<file path="config.mk">
export PLATFORM = sky130hd
export DESIGN_NAME = tga_rle_pixel_decoder_flat
export DESIGN_NICKNAME = d
export VERILOG_FILES = /design/src/tga_pkg.sv /design/src/tga_in_if.sv /design/src/tga_out_if.sv /design/src/tga_rle_pixel_decoder.sv /design/src/flat_wrapper.sv
export SDC_FILE = /design/constraint.sdc
export NUM_CORES = 1
export LEC_CHECK = 0
export BUFFER_PORTS_ARGS = -buffer_cell sky130_fd_sc_hd__buf_2
export CAP_MARGIN = 25
export CORE_UTILIZATION = 40
export DETAILED_ROUTE_END_ITERATION = 7
export PLACE_DENSITY = 0.54
export SKIP_CTS_REPAIR_TIMING = 1
export SLEW_MARGIN = 15
export SYNTH_ARGS = -nofsm -noshare
export SYNTH_HDL_FRONTEND = slang
export SYNTH_SLANG_ARGS = --single-unit
</file>
<file path="constraint.sdc">
create_clock -name clk -period 8.6 [get_ports clk]
set_clock_uncertainty 0.1 [all_clocks]
set_input_delay 0.86 -clock clk [delete_from_list [all_inputs] [get_ports clk]]
set_output_delay 0.86 -clock clk [all_outputs]
set_load 0.1 [all_outputs]
</file>
<file path="src/tga_pkg.sv">
// shared constants and types of the run-length tga pixel decoder
// no dependencies; compile first

package tga_pkg;

	// width of the pixel and byte counters, 8 to 32
	localparam int COUNT_BITS = 24;

	// configuration register width and register indexes
	localparam int CFG_WIDTH = 24;

	typedef enum logic [0:0] {
		CFG_PIXEL_TOTAL    = 1'b0,
		CFG_PAYLOAD_LENGTH = 1'b1
	} cfg_reg_t;

	// packet header fields
	localparam int          RUN_FLAG_BIT = 7;
	localparam logic [7:0]  LEN_MASK     = 8'h7F;

	// a packet boundary with this many bytes left or fewer ends decoding
	localparam logic [COUNT_BITS-1:0] MIN_BYTES_LEFT = COUNT_BITS'(4);

	// position of the next byte within a pixel
	typedef enum logic [1:0] {
		BYTE_BLUE  = 2'd0,
		BYTE_GREEN = 2'd1,
		BYTE_RED   = 2'd2
	} pixel_byte_t;

	typedef struct packed {
		logic [7:0] blue_byte;
		logic [7:0] green_byte;
		logic [7:0] red_byte;
		logic [7:0] repeat_count;
		logic       image_done;
	} pixel_t;

endpackage

</file>
<file path="src/tga_in_if.sv">
// input channel of the tga decoder: one compressed payload byte per transaction
// no dependencies

interface tga_in_if;
	logic       valid;
	logic       ready;
	logic [7:0] data_byte;
	logic       frame_start;

	modport source (output valid, data_byte, frame_start, input ready);
	modport sink   (input valid, data_byte, frame_start, output ready);
endinterface

</file>
<file path="src/tga_out_if.sv">
// output channel of the tga decoder: one decoded pixel per transaction
// no dependencies

interface tga_out_if;
	logic       valid;
	logic       ready;
	logic [7:0] blue_byte;
	logic [7:0] green_byte;
	logic [7:0] red_byte;
	logic [7:0] repeat_count;
	logic       image_done;

	modport source (output valid, blue_byte, green_byte, red_byte, repeat_count, image_done,
		input ready);
	modport sink   (input valid, blue_byte, green_byte, red_byte, repeat_count, image_done,
		output ready);
endinterface

</file>
<file path="src/tga_rle_pixel_decoder.sv">
// top level of the run-length tga pixel decoder
// depends on tga_pkg, tga_in_if and tga_out_if

// Decodes the payload of a 24-bit run-length TGA image, one byte per cycle while pix_in.ready is high.
// Every byte after the 18-byte file header goes in on pix_in; the first byte
// of an image carries frame_start, which restarts decoding and loads the
// pixel and byte counters from pixel_total and payload_length (write those
// first, while the block is idle). Each pixel comes out on pix_out as blue,
// green and red with a repeat count, already clipped to the pixels that
// remain; image_done marks the pixel that completes the image. Header
// bytes and the first two bytes of a pixel give no transaction. Decoding
// stops at the pixel total, or at a packet boundary with 4 or fewer payload
// bytes left; bytes after that, and bytes before the first frame start,
// are swallowed. The decode state is updated in the cycle a byte is accepted
// and the pixel lands in the output or skid register, so a new byte can be
// accepted in every cycle while pix_in.ready is high. A two-entry output (register
// plus skid register) lets input keep flowing while one pixel waits for
// the sink; pix_in.ready drops only when both entries are full.

module tga_rle_pixel_decoder
	import tga_pkg::*;
(
	input  logic                 clk,
	input  logic                 arst_n,
	input  logic                 cfg_we,
	input  cfg_reg_t             cfg_index,
	input  logic [CFG_WIDTH-1:0] cfg_data,
	tga_in_if.sink               pix_in,
	tga_out_if.source            pix_out
);

	// configuration registers
	logic [CFG_WIDTH-1:0] pixel_total_q;
	logic [CFG_WIDTH-1:0] payload_length_q;

	// decode state
	logic                  in_packet_q;
	logic                  is_run_q;
	logic [7:0]            pixels_in_packet_q;
	pixel_byte_t           byte_pos_q;
	logic [7:0]            blue_q;
	logic [7:0]            green_q;
	logic [COUNT_BITS-1:0] pixels_left_q;
	logic [COUNT_BITS-1:0] bytes_left_q;
	logic                  finished_q;

	// output register and skid register
	logic   out_valid_q;
	pixel_t out_q;
	logic   skid_valid_q;
	pixel_t skid_q;

	logic accept;

	// state as seen by this byte (frame start reloads it first)
	logic                  eff_in_packet;
	logic                  eff_is_run;
	logic [7:0]            eff_pip;
	pixel_byte_t           eff_pos;
	logic [COUNT_BITS-1:0] eff_pixels_left;
	logic [COUNT_BITS-1:0] eff_bytes_left;
	logic                  eff_finished;

	// next state
	logic                  nxt_in_packet;
	logic                  nxt_is_run;
	logic [7:0]            nxt_pip;
	pixel_byte_t           nxt_pos;
	logic [7:0]            nxt_blue;
	logic [7:0]            nxt_green;
	logic [COUNT_BITS-1:0] nxt_pixels_left;
	logic [COUNT_BITS-1:0] nxt_bytes_left;
	logic                  nxt_finished;

	logic       has_result;
	pixel_t     result;
	logic [7:0] hdr_len;
	logic [7:0] rep;

	assign pix_in.ready = !skid_valid_q;
	assign accept       = pix_in.valid && pix_in.ready;

	// configuration writes
	always_ff @(posedge clk or negedge arst_n) begin
		if (!arst_n) begin
			pixel_total_q    <= '0;
			payload_length_q <= '0;
		end else if (cfg_we) begin
			unique case (cfg_index)
				CFG_PIXEL_TOTAL:    pixel_total_q    <= cfg_data;
				CFG_PAYLOAD_LENGTH: payload_length_q <= cfg_data;
				default: ;
			endcase
		end
	end

	// per-byte decode
	always_comb begin
		if (pix_in.frame_start) begin
			eff_in_packet   = 1'b0;
			eff_is_run      = 1'b0;
			eff_pip         = '0;
			eff_pos         = BYTE_BLUE;
			eff_pixels_left = COUNT_BITS'(pixel_total_q);
			eff_bytes_left  = COUNT_BITS'(payload_length_q);
			eff_finished    = 1'b0;
		end else begin
			eff_in_packet   = in_packet_q;
			eff_is_run      = is_run_q;
			eff_pip         = pixels_in_packet_q;
			eff_pos         = byte_pos_q;
			eff_pixels_left = pixels_left_q;
			eff_bytes_left  = bytes_left_q;
			eff_finished    = finished_q;
		end

		nxt_in_packet   = eff_in_packet;
		nxt_is_run      = eff_is_run;
		nxt_pip         = eff_pip;
		nxt_pos         = eff_pos;
		nxt_blue        = blue_q;
		nxt_green       = green_q;
		nxt_pixels_left = eff_pixels_left;
		nxt_bytes_left  = eff_bytes_left;
		nxt_finished    = eff_finished;
		has_result      = 1'b0;
		hdr_len         = (pix_in.data_byte & LEN_MASK) + 8'd1;
		rep             = 8'd1;

		result.blue_byte    = blue_q;
		result.green_byte   = green_q;
		result.red_byte     = pix_in.data_byte;
		result.repeat_count = rep;
		result.image_done   = 1'b0;

		if (eff_finished) begin
			// swallowed byte
		end else if (!eff_in_packet) begin
			// packet header
			if (eff_pixels_left == '0 || eff_bytes_left <= MIN_BYTES_LEFT) begin
				nxt_finished = 1'b1;
			end else begin
				nxt_bytes_left = eff_bytes_left - COUNT_BITS'(1);
				nxt_is_run     = pix_in.data_byte[RUN_FLAG_BIT];
				nxt_pip        = hdr_len;
				// raw packets are clipped to the pixels left
				if (!pix_in.data_byte[RUN_FLAG_BIT]
					&& COUNT_BITS'(hdr_len) > eff_pixels_left) begin
					nxt_pip = 8'(eff_pixels_left);
				end
				nxt_pos       = BYTE_BLUE;
				nxt_in_packet = 1'b1;
			end
		end else begin
			// pixel byte; the byte count saturates at zero
			if (eff_bytes_left != '0) begin
				nxt_bytes_left = eff_bytes_left - COUNT_BITS'(1);
			end
			unique case (eff_pos)
				BYTE_BLUE: begin
					nxt_blue = pix_in.data_byte;
					nxt_pos  = BYTE_GREEN;
				end
				BYTE_GREEN: begin
					nxt_green = pix_in.data_byte;
					nxt_pos   = BYTE_RED;
				end
				BYTE_RED: begin
					nxt_pos = BYTE_BLUE;
					if (eff_is_run) begin
						rep     = eff_pip;
						nxt_pip = '0;
					end else begin
						rep     = 8'd1;
						nxt_pip = eff_pip - 8'd1;
					end
					// clip to the pixels left
					if (COUNT_BITS'(rep) > eff_pixels_left) begin
						rep = 8'(eff_pixels_left);
					end
					nxt_pixels_left = eff_pixels_left - COUNT_BITS'(rep);
					if (nxt_pip == '0) begin
						nxt_in_packet = 1'b0;
					end
					has_result          = 1'b1;
					result.repeat_count = rep;
					result.image_done   = (nxt_pixels_left == '0);
					if (nxt_pixels_left == '0) begin
						nxt_finished  = 1'b1;
						nxt_in_packet = 1'b0;
					end
				end
				default: ;
			endcase
		end
	end

	// decode state registers
	always_ff @(posedge clk or negedge arst_n) begin
		if (!arst_n) begin
			in_packet_q        <= 1'b0;
			is_run_q           <= 1'b0;
			pixels_in_packet_q <= '0;
			byte_pos_q         <= BYTE_BLUE;
			pixels_left_q      <= '0;
			bytes_left_q       <= '0;
			finished_q         <= 1'b1;
		end else if (accept) begin
			in_packet_q        <= nxt_in_packet;
			is_run_q           <= nxt_is_run;
			pixels_in_packet_q <= nxt_pip;
			byte_pos_q         <= nxt_pos;
			pixels_left_q      <= nxt_pixels_left;
			bytes_left_q       <= nxt_bytes_left;
			finished_q         <= nxt_finished;
		end
	end

	// held pixel bytes, payload only
	always_ff @(posedge clk) begin
		if (accept) begin
			blue_q  <= nxt_blue;
			green_q <= nxt_green;
		end
	end

	// output register and skid register control
	always_ff @(posedge clk or negedge arst_n) begin
		if (!arst_n) begin
			out_valid_q  <= 1'b0;
			skid_valid_q <= 1'b0;
		end else begin
			if (skid_valid_q) begin
				// no transaction on the input side; drain skid when output moves
				if (pix_out.ready) begin
					skid_valid_q <= 1'b0;
				end
			end else if (accept && has_result) begin
				if (out_valid_q && !pix_out.ready) begin
					skid_valid_q <= 1'b1;
				end else begin
					out_valid_q <= 1'b1;
				end
			end else if (pix_out.ready) begin
				out_valid_q <= 1'b0;
			end
		end
	end

	// output and skid payload
	always_ff @(posedge clk) begin
		if (skid_valid_q) begin
			if (pix_out.ready) begin
				out_q <= skid_q;
			end
		end else if (accept && has_result) begin
			if (out_valid_q && !pix_out.ready) begin
				skid_q <= result;
			end else begin
				out_q <= result;
			end
		end
	end

	assign pix_out.valid        = out_valid_q;
	assign pix_out.blue_byte    = out_q.blue_byte;
	assign pix_out.green_byte   = out_q.green_byte;
	assign pix_out.red_byte     = out_q.red_byte;
	assign pix_out.repeat_count = out_q.repeat_count;
	assign pix_out.image_done   = out_q.image_done;

	// skid entry only ever sits behind a full output register
	a_skid_behind_out: assert property (@(posedge clk) disable iff (!arst_n)
		skid_valid_q |-> out_valid_q)
		else $error("skid register full while output register empty");

	// an emitted pixel always has a nonzero repeat count
	a_rep_nonzero: assert property (@(posedge clk) disable iff (!arst_n)
		out_valid_q |-> (out_q.repeat_count != 8'd0))
		else $error("pixel with zero repeat count");

	// an open packet always owes at least one pixel
	a_packet_owes: assert property (@(posedge clk) disable iff (!arst_n)
		in_packet_q |-> (pixels_in_packet_q != 8'd0 && pixels_left_q != '0))
		else $error("open packet with nothing left to emit");

	// completing the image stops decoding
	a_done_stops: assert property (@(posedge clk) disable iff (!arst_n)
		(accept && has_result && result.image_done) |=> (finished_q && !in_packet_q))
		else $error("decoder still running after image completed");

	// byte position stays within a pixel
	a_pos_range: assert property (@(posedge clk) disable iff (!arst_n)
		(byte_pos_q == BYTE_BLUE) || (byte_pos_q == BYTE_GREEN) || (byte_pos_q == BYTE_RED))
		else $error("byte position out of range");

endmodule
</file>
<file path="src/flat_wrapper.sv">
// flat-port wrapper written by rule: the top's interface ports become plain ports
module tga_rle_pixel_decoder_flat import tga_pkg::*;
  (clk, arst_n, cfg_we, cfg_index, cfg_data, pix_in_valid, pix_in_data_byte, pix_in_frame_start, pix_in_ready, pix_out_valid, pix_out_blue_byte, pix_out_green_byte, pix_out_red_byte, pix_out_repeat_count, pix_out_image_done, pix_out_ready);
  tga_in_if pix_in_i ();
  tga_out_if pix_out_i ();
  input  logic clk;
  input  logic arst_n;
  input  logic cfg_we;
  input  cfg_reg_t cfg_index;
  input  logic [CFG_WIDTH-1:0] cfg_data;
  input wire logic [$bits(pix_in_i.valid)-1:0] pix_in_valid;
  input wire logic [$bits(pix_in_i.data_byte)-1:0] pix_in_data_byte;
  input wire logic [$bits(pix_in_i.frame_start)-1:0] pix_in_frame_start;
  output wire logic [$bits(pix_in_i.ready)-1:0] pix_in_ready;
  output wire logic [$bits(pix_out_i.valid)-1:0] pix_out_valid;
  output wire logic [$bits(pix_out_i.blue_byte)-1:0] pix_out_blue_byte;
  output wire logic [$bits(pix_out_i.green_byte)-1:0] pix_out_green_byte;
  output wire logic [$bits(pix_out_i.red_byte)-1:0] pix_out_red_byte;
  output wire logic [$bits(pix_out_i.repeat_count)-1:0] pix_out_repeat_count;
  output wire logic [$bits(pix_out_i.image_done)-1:0] pix_out_image_done;
  input wire logic [$bits(pix_out_i.ready)-1:0] pix_out_ready;
  assign pix_in_i.valid = pix_in_valid;
  assign pix_in_i.data_byte = pix_in_data_byte;
  assign pix_in_i.frame_start = pix_in_frame_start;
  assign pix_in_ready = pix_in_i.ready;
  assign pix_out_valid = pix_out_i.valid;
  assign pix_out_blue_byte = pix_out_i.blue_byte;
  assign pix_out_green_byte = pix_out_i.green_byte;
  assign pix_out_red_byte = pix_out_i.red_byte;
  assign pix_out_repeat_count = pix_out_i.repeat_count;
  assign pix_out_image_done = pix_out_i.image_done;
  assign pix_out_i.ready = pix_out_ready;
  tga_rle_pixel_decoder u_core (.clk(clk), .arst_n(arst_n), .cfg_we(cfg_we), .cfg_index(cfg_index), .cfg_data(cfg_data), .pix_in(pix_in_i), .pix_out(pix_out_i));
endmodule
</file>
==> run metrics, run 1 <==
crit start category=input pin; arrival time worst endpoint=6.42 ns; kind of critical path=input pin to flip-flop; Leakage Power=4.907 nW; Max Cap Viol=0; distinct cell type count after synthesis=92; Gate Count Post-Synth=1061; pwr/cell area=202.8 nW/um^2; vias=around 8500; Detail Placement HPWL=between 20 and 25 mm; Worst slew margin=34.85%; Max Slew Vio Count=0; Post-Place Worst Slack=1.950 ns; internal power=around 0.0017 W; sequential cell area=between 5000 and 6000 um^2; final setup fails=0; clock power share=30.9%; Rows=60; Switching Share=33.62%; setup TNS=0 ns; Post-Synthesis Net Count=around 1100; global route total overflow=0; I/O pins=74; Starting Density=41.10%; Netlist Area Pre-Place=11140 um^2; Max Freq=roughly 160 MHz; Setup WS post-layout=2.355 ns; First DRT Iteration DRCs=between 600 and 700; n_diodes=0; Avg Cell Area, Syn=approximately 10 um^2; P&R area growth vs syn=11.51%; sequential area share after synthesis=47.06%; Sequential Power Share=46.5%; DRC violations left=0; Clock transition at path regs=0.09 ns; detailed-route wire length=29.15 mm; largest net degree at the start of global routing=77; DP Area=11850 um^2; commonest non-fill, non-tap cell in the layout=dfrtp_1; first-pass GRT wire length=46.50 mm; class of the worst hold path=input pin to async pin; CTS tree=yes; total CTS buffers=17; clock root buffer=clkbuf_16; RSZ-0062 raised after global routing=no; core area=27100 um^2; most frequent cells in the layout=109 x dfrtp_1, 92 x nand2_1, 82 x edfxtp_1; Comb power frac=22.6%; drt pass-1 iters=5; final period utilization=72.62%; endpoint class of the critical path=flip-flop; Yosys warnings=0; synthesis-stage register bit count=between 150 and 200; clk_lat worst skew=0.45 ns; share of cells above drive strength 1=19.84%; Worst Path Required=between 8 and 9 ns; IO Port Bufs=73; top_reg_cell synth=dfrtp_1; Die Area=28520 um^2; CTS Sinks=193; Async SR Flop Fraction=~58%; GRT Resource Usage Total=21.20%; vias in the first global route=slightly above 8000; area of the multi-input gates=around 5600 um^2; crit path time final=6.245 ns; Worst R2R Setup Slack=3.00 ns; VDD IR max=0.1034 mV; Via density=5.670; WL per Instance=between 15 and 20 um; Design Area, Final=12420 um^2; H-tree depth=4; worst slew pin tran=0.9750 ns; outcome=complete, no violations; Worst Path Max Fanout=a little over 60; Die X=approximately 170 um; number of flops mapped to enable cells by yosys=82; switching power=0.0008469 W; Die Ht=168.9 um; antenna violations before repair=0; Filler cells=between 2000 and 3000; Post-DRT Antenna Nets=0; GP Congestion=0.8968; clock buffer depth=2; Final nets=between 1000 and 1500; Util after Layout=45.83%; final hold vios=0; Hold Slack=approximately 0.25 ns
## layer usage
layer / vias to the layer above / wire length, um / GRT usage [%]
li1: 4067 / - / -
met1: 4157 / 14040 / 29.59
met4: 0 / 489 / 5.771
met3: 36 / 1191 / 3.414
met5: - / 0 / 0
met2: 222 / 13430 / 34.10
## Yosys cell counts (3+ instances only)
master	n	area, um^2
a211o_1	4	35.03
a21o_1	10	75.07
a21oi_1	64	320.3
a22o_1	4	35.03
a22oi_1	3	22.52
and2_1	8	50.05
and3_1	16	100.1
buf_1	4	15.01
buf_2	8	40.04
buf_6	5	56.30
clkbuf_1	38	142.6
dfrtp_1	110	2753
edfxtp_1	82	2462
ha_1	30	375.4
inv_1	20	75.07
mux2_2	77	867.1
mux2i_1	47	470.5
nand2_1	92	345.3
nand2b_1	13	81.33
nand3_1	23	115.1
nand3b_1	5	37.54
nand4_1	13	81.33
nor2_1	76	285.3
nor2b_1	18	112.6
nor3_1	45	225.2
nor3b_1	13	97.59
nor4_1	6	37.54
nor4bb_1	3	30.03
o2111ai_1	6	52.55
o211ai_1	18	135.1
o21a_1	9	67.56
o21ai_0	36	180.2
o21ai_1	6	30.03
o22a_1	4	35.03
o22ai_1	15	93.84
o2bb2ai_1	3	26.28
o31ai_1	11	82.58
or3_1	15	93.84
or3b_1	8	70.07
or3b_2	3	26.28
xnor2_1	13	113.9
xor2_1	15	131.4
## state kept, by name (all words and copies together) (netlist names), 2 cells and up
register and cells:
u_core.blue_q 8, u_core.green_q 8, u_core.skid_q 33, u_core.pix_out.repeat_count 8, u_core.pixels_in_packet_q 8, u_core.pix_out.red_byte 8
u_core.byte_pos_q 2, u_core.pix_out.blue_byte 8, u_core.pixel_total_q 24, u_core.pixels_left_q 24, u_core.bytes_left_q 24, u_core.pix_out.green_byte 8
u_core.payload_length_q 24
## area by class of cell
class                      count  share of cell area, %
multi-input combinational    791                  44.91
sequential                   193                  42.21
timing repair buffer          87                  4.090
tap                          372                  3.747
clock buffer                  17                  3.425
clock inverter                15                 0.9872
inverter                      21                 0.6346
## through the flow
| stage | power (W) | std cells |
|---|---|---|
| 2_1_floorplan | 0.001580 | 1061 |
| 3_3_place_gp | 0.001750 | 1461 |
| 3_5_place_dp | 0.001755 | 1463 |
| 4_1_cts | 0.002535 | 1495 |
| 5_1_grt | 0.002655 | 1496 |
| 6_report | 0.002519 | 1496 |
## worst max-delay path, stage by stage
cell       delay (ns)
buf_4            0.31
buf_4            0.33
or3_1            0.44
a222oi_1         0.50
o2111a_1         0.49
nand4_2          0.38
mux2_2           0.44
ha_1             0.28
nor2b_1          0.16
o2111ai_1        0.18
a211oi_1         0.60
nor2_2           0.13
xnor2_1          0.19
or4_1            0.40
or3_1            0.40
nor4b_2          0.26
## final timing paths
kind                       cells past startpoint                 endpoint          startpoint
hold / removal                                 1  u_core.bytes_left_q[17]              arst_n
max in group asynchronous                      3        u_core.finished_q              arst_n
hold reg to reg                                0        u_core.skid_q[25]    u_core.blue_q[0]
setup / recovery                              16         u_core.skid_q[0]  pix_in_frame_start
min in group clk                               0        u_core.skid_q[25]    u_core.blue_q[0]
setup reg to reg                              18         u_core.skid_q[0]     u_core.is_run_q
## logic make-up after synthesis
kind of cell	count (synthesis)	synth area share, %
multiplexers	125	12.13
AO/OA/AOI/OAI	229	14.04
adder cells (fa/ha/maj)	32	3.640
buffers and inverters	77	3.055
XOR/XNOR	28	2.202
AND/OR/NAND/NOR	377	17.87
flip-flops	193	47.06
## power groups by stage
stage	Sequential, W	Combinational, W	Clock, W
after floorplan	0.00115	0.000430	0
after global placement	0.00119	0.000562	0
after detailed placement	0.00119	0.000567	0
after CTS	0.00117	0.000570	0.000796
after global routing	0.00119	0.000639	0.000829
final	0.00117	0.000570	0.000778
Power figures use the tool's default switching activity.
==> inputs of run 2 (changes only) <==
--- a/config.mk
+++ b/config.mk
@@ -5,11 +5,12 @@
 export SDC_FILE = /design/constraint.sdc
 export NUM_CORES = 1
 export LEC_CHECK = 0
+export ABC_AREA = 1
 export BUFFER_PORTS_ARGS = -buffer_cell sky130_fd_sc_hd__buf_2
 export CAP_MARGIN = 25
 export CORE_UTILIZATION = 40
 export DETAILED_ROUTE_END_ITERATION = 7
-export PLACE_DENSITY = 0.54
+export PLACE_DENSITY = 0.56
 export SKIP_CTS_REPAIR_TIMING = 1
 export SLEW_MARGIN = 15
 export SYNTH_ARGS = -nofsm -noshare
==> constraint.sdc (replaced) <==
create_clock -name clk -period 5.1 [get_ports clk]
set_clock_uncertainty 0.1 [all_clocks]
set_input_delay 0.51 -clock clk [delete_from_list [all_inputs] [get_ports clk]]
set_output_delay 0.51 -clock clk [all_outputs]
set_load 0.1 [all_outputs]
==> run metrics, run 2 <==
outcome=complete, no violations; first-pass GRT wire length=50.50 mm (+8.6%); Die Ht=172.2 um (+2.0%); reg2reg path depth=29 (+11); clock buffer depth=2 (unchanged); WL per Instance=15.82 um (-19%); most frequent cells in the layout=492 x nand2_1, 180 x inv_1, 119 x nor2_1; largest net degree at the start of global routing=78 (+1.3%); DRC violations left=0 (unchanged); final cell count without fillers=1977 (+32%); Sequential Power Share=42.9% (-3.6 points); Worst Path Max Fanout=12 (-81%); vias in the first global route=9410 (+15%); switching power=0.001539 W (+82%); n_diodes=0 (unchanged); Via density=4.996 (-12%); placed cell count=1942 (+33%); Detail Placement HPWL=22.89 mm (+11%); clock root buffer=clkbuf_16; drt pass-1 iters=5 (unchanged); Starting Density=41.13% (about the same); crit path time final=~4.4 ns; detailed-route wire length=31.27 mm (+7.3%); Leakage Power=6.146 nW (+25%); Rows=61 (+1.7%); Die Area=29650 um^2 (+4.0%); arrival time worst endpoint=4.60 ns (-1.82 ns); CTS tree=yes; Switching Share=35.53% (+1.9 points); Avg Cell Area, Syn=7.602 um^2 (-28%); RSZ-0062 raised after global routing=no; Comb power frac=25.3% (+2.7 points); P&R area growth vs syn=11.90%; GRT Resource Usage Total=22.25% (+1.1 points); sequential area share after synthesis=45.24% (-1.8 points); final hold vios=0 (unchanged); number of flops mapped to enable cells by yosys=82 (unchanged); clock power share=31.8% (+0.9 points); Die X=172.2 um (+2.0%); cell mode on critical path=nand2_1; Post-DRT Antenna Nets=0 (unchanged); pwr/cell area=334.1 nW/um^2 (+65%); synth cell count leaders=492 x nand2_1, 180 x inv_1, 122 x nor2_1; GP Congestion=0.9083 (+1.3%); Critical R2R Launch=u_core.is_run_q; Setup crit end=u_core.pix_out.image_done; commonest non-fill, non-tap cell in the layout=nand2_1; core area=28160 um^2 (+3.9%); Clock transition at path regs=0.08 ns (about the same); Worst Setup SP=u_core.is_run_q; Max Slew Vio Count=0 (unchanged); global route total overflow=0 (unchanged); worst slew pin tran=0.9634 ns (-0.01158 ns); First DRT Iteration DRCs=580 (-8.2%); crit start category=flip-flop; Design Area, Final=12960 um^2 (+4.4%); distinct cell type count after synthesis=45 (-51%); Synth top area share=23.76% (-0.95 points); Slowest cell on crit path=fa_1; top cells by area, synth=dfrtp_1 24%, edfxtp_1 21%, nand2_1 16%, inv_1 5.8%, o21ai_0 4.3%; kind of critical path=flip-flop to flip-flop; cell with the most instances after synthesis=nand2_1; Top reg by flops=u_core.skid_q; VDD IR max=0.2577 mV (+150%); total CTS buffers=17 (unchanged); Final nets=1656 (+40%); Gate Count Post-Synth=1524 (+44%); endpoint class of the critical path=flip-flop; max reg flops=33 (unchanged); Netlist Area Pre-Place=11580 um^2 (+4.0%); antenna violations before repair=0 (unchanged); I/O pins=74 (unchanged); final period utilization=86.30%; class of the worst hold path=input pin to flip-flop; Synth area leader=dfrtp_1; final setup fails=0 (unchanged); vias=9878 (+16%); Post-Synthesis Net Count=1594 (+41%); top_reg_cell synth=dfrtp_1; internal power=0.002792 W (+67%); clk_lat worst skew=0.44 ns (about the same); Yosys warnings=0 (unchanged); Worst slew margin=35.38% (+0.53 points); Max Cap Viol=0 (unchanged); HP Start=pix_out_ready; Power Total=0.004331 W (+72%); Async SR Flop Fraction=57.51% (unchanged); setup TNS=0 ns (unchanged); CTS Sinks=193 (unchanged); IO Port Bufs=73 (unchanged); share of cells above drive strength 1=13.45% (-6.4 points); Worst Path Required=5.30 ns (-3.47 ns); Worst R2R Setup Slack=0.70 ns (-2.30 ns); Max Freq=227.2 MHz; synthesis-stage register bit count=193 (unchanged); Largest stage delay, worst path=0.43 ns (-0.17 ns); R2R Path End=u_core.pix_out.image_done; DP Area=12300 um^2 (+3.7%); H-tree depth=4 (unchanged)
-- run 2: changes by cell type in the layout (fill, tap and decap cells not counted), sizes merged, moves of 42 or more --
cell	previous run	this run
nand2	93	504
mux2	77	0
nor3	46	4
nor2	77	133
inv	28	194
o21ai	42	162
nand3	23	83
mux2i	48	0
-- run 2: stage by stage --
stage	hold slack (ns)	util, %	setup WS, ns
floorplan	0.1144	-	0.8068
global placement	0.3321	43.66	0.3727
finish	0.1782	46.03	0.6986
global route	0.1613	46.03	0.2321
detailed placement	0.3325	43.66	0.3718
CTS	0.1620	45.80	0.7189
-- run 2: area by class of cell --
type | instances | area [um^2]
inverter | 191 | 716.9
timing repair buffer | 99 | 608.1
multi-input combinational | 1084 | 5321
tap | 378 | 473.0
clock buffer | 17 | 425.4
fill | 2850 | 15200
clock inverter | 15 | 177.7
sequential | 193 | 5241
-- run 2: how the worst min path moves through the flow --
stage	to	cells after the start
finish	u_core.skid_valid_q	2
detailed placement	u_core.skid_q[30]	0
global route	u_core.skid_valid_q	2
global placement	u_core.skid_q[26]	0
CTS	u_core.skid_valid_q	2
floorplan	u_core.byte_pos_q[0]	0
-- run 2: worst max-delay path: cells and delay by family (launching register included) --
kind / cells / cell delay (ns)
buf+inv: 5 / 0.73
compound gates: 4 / 0.50
fa+ha+maj: 3 / 0.88
simple gates: 17 / 1.69
flops: 1 / 0.36
-- run 2: logic make-up after synthesis --
group / count (synthesis) / share of synthesized area, %
flops: 193 / 45.24
simple gates: 772 / 27.96
compound gates: 258 / 12.61
buf+inv: 247 / 9.029
fa+ha+maj: 31 / 3.413
xor+xnor: 23 / 1.739
-- run 2: layer usage --
layer / GRT usage, % / wire [um]
met4: 5.502 / 375
met5: 0 / 0
met1: 31.01 / 15230
met3: 2.792 / 1027
met2: 36.55 / 14650
-- run 2: power groups by stage --
| stage | registers (W) | logic (W) | clock network [W] |
|---|---|---|---|
| after floorplan | 0.00188 | 0.000787 | 0 |
| after global placement | 0.00189 | 0.00108 | 0 |
| after detailed placement | 0.00189 | 0.00109 | 0 |
| after CTS | 0.00186 | 0.00109 | 0.00142 |
| after global routing | 0.00188 | 0.00125 | 0.00147 |
| final | 0.00186 | 0.00109 | 0.00138 |
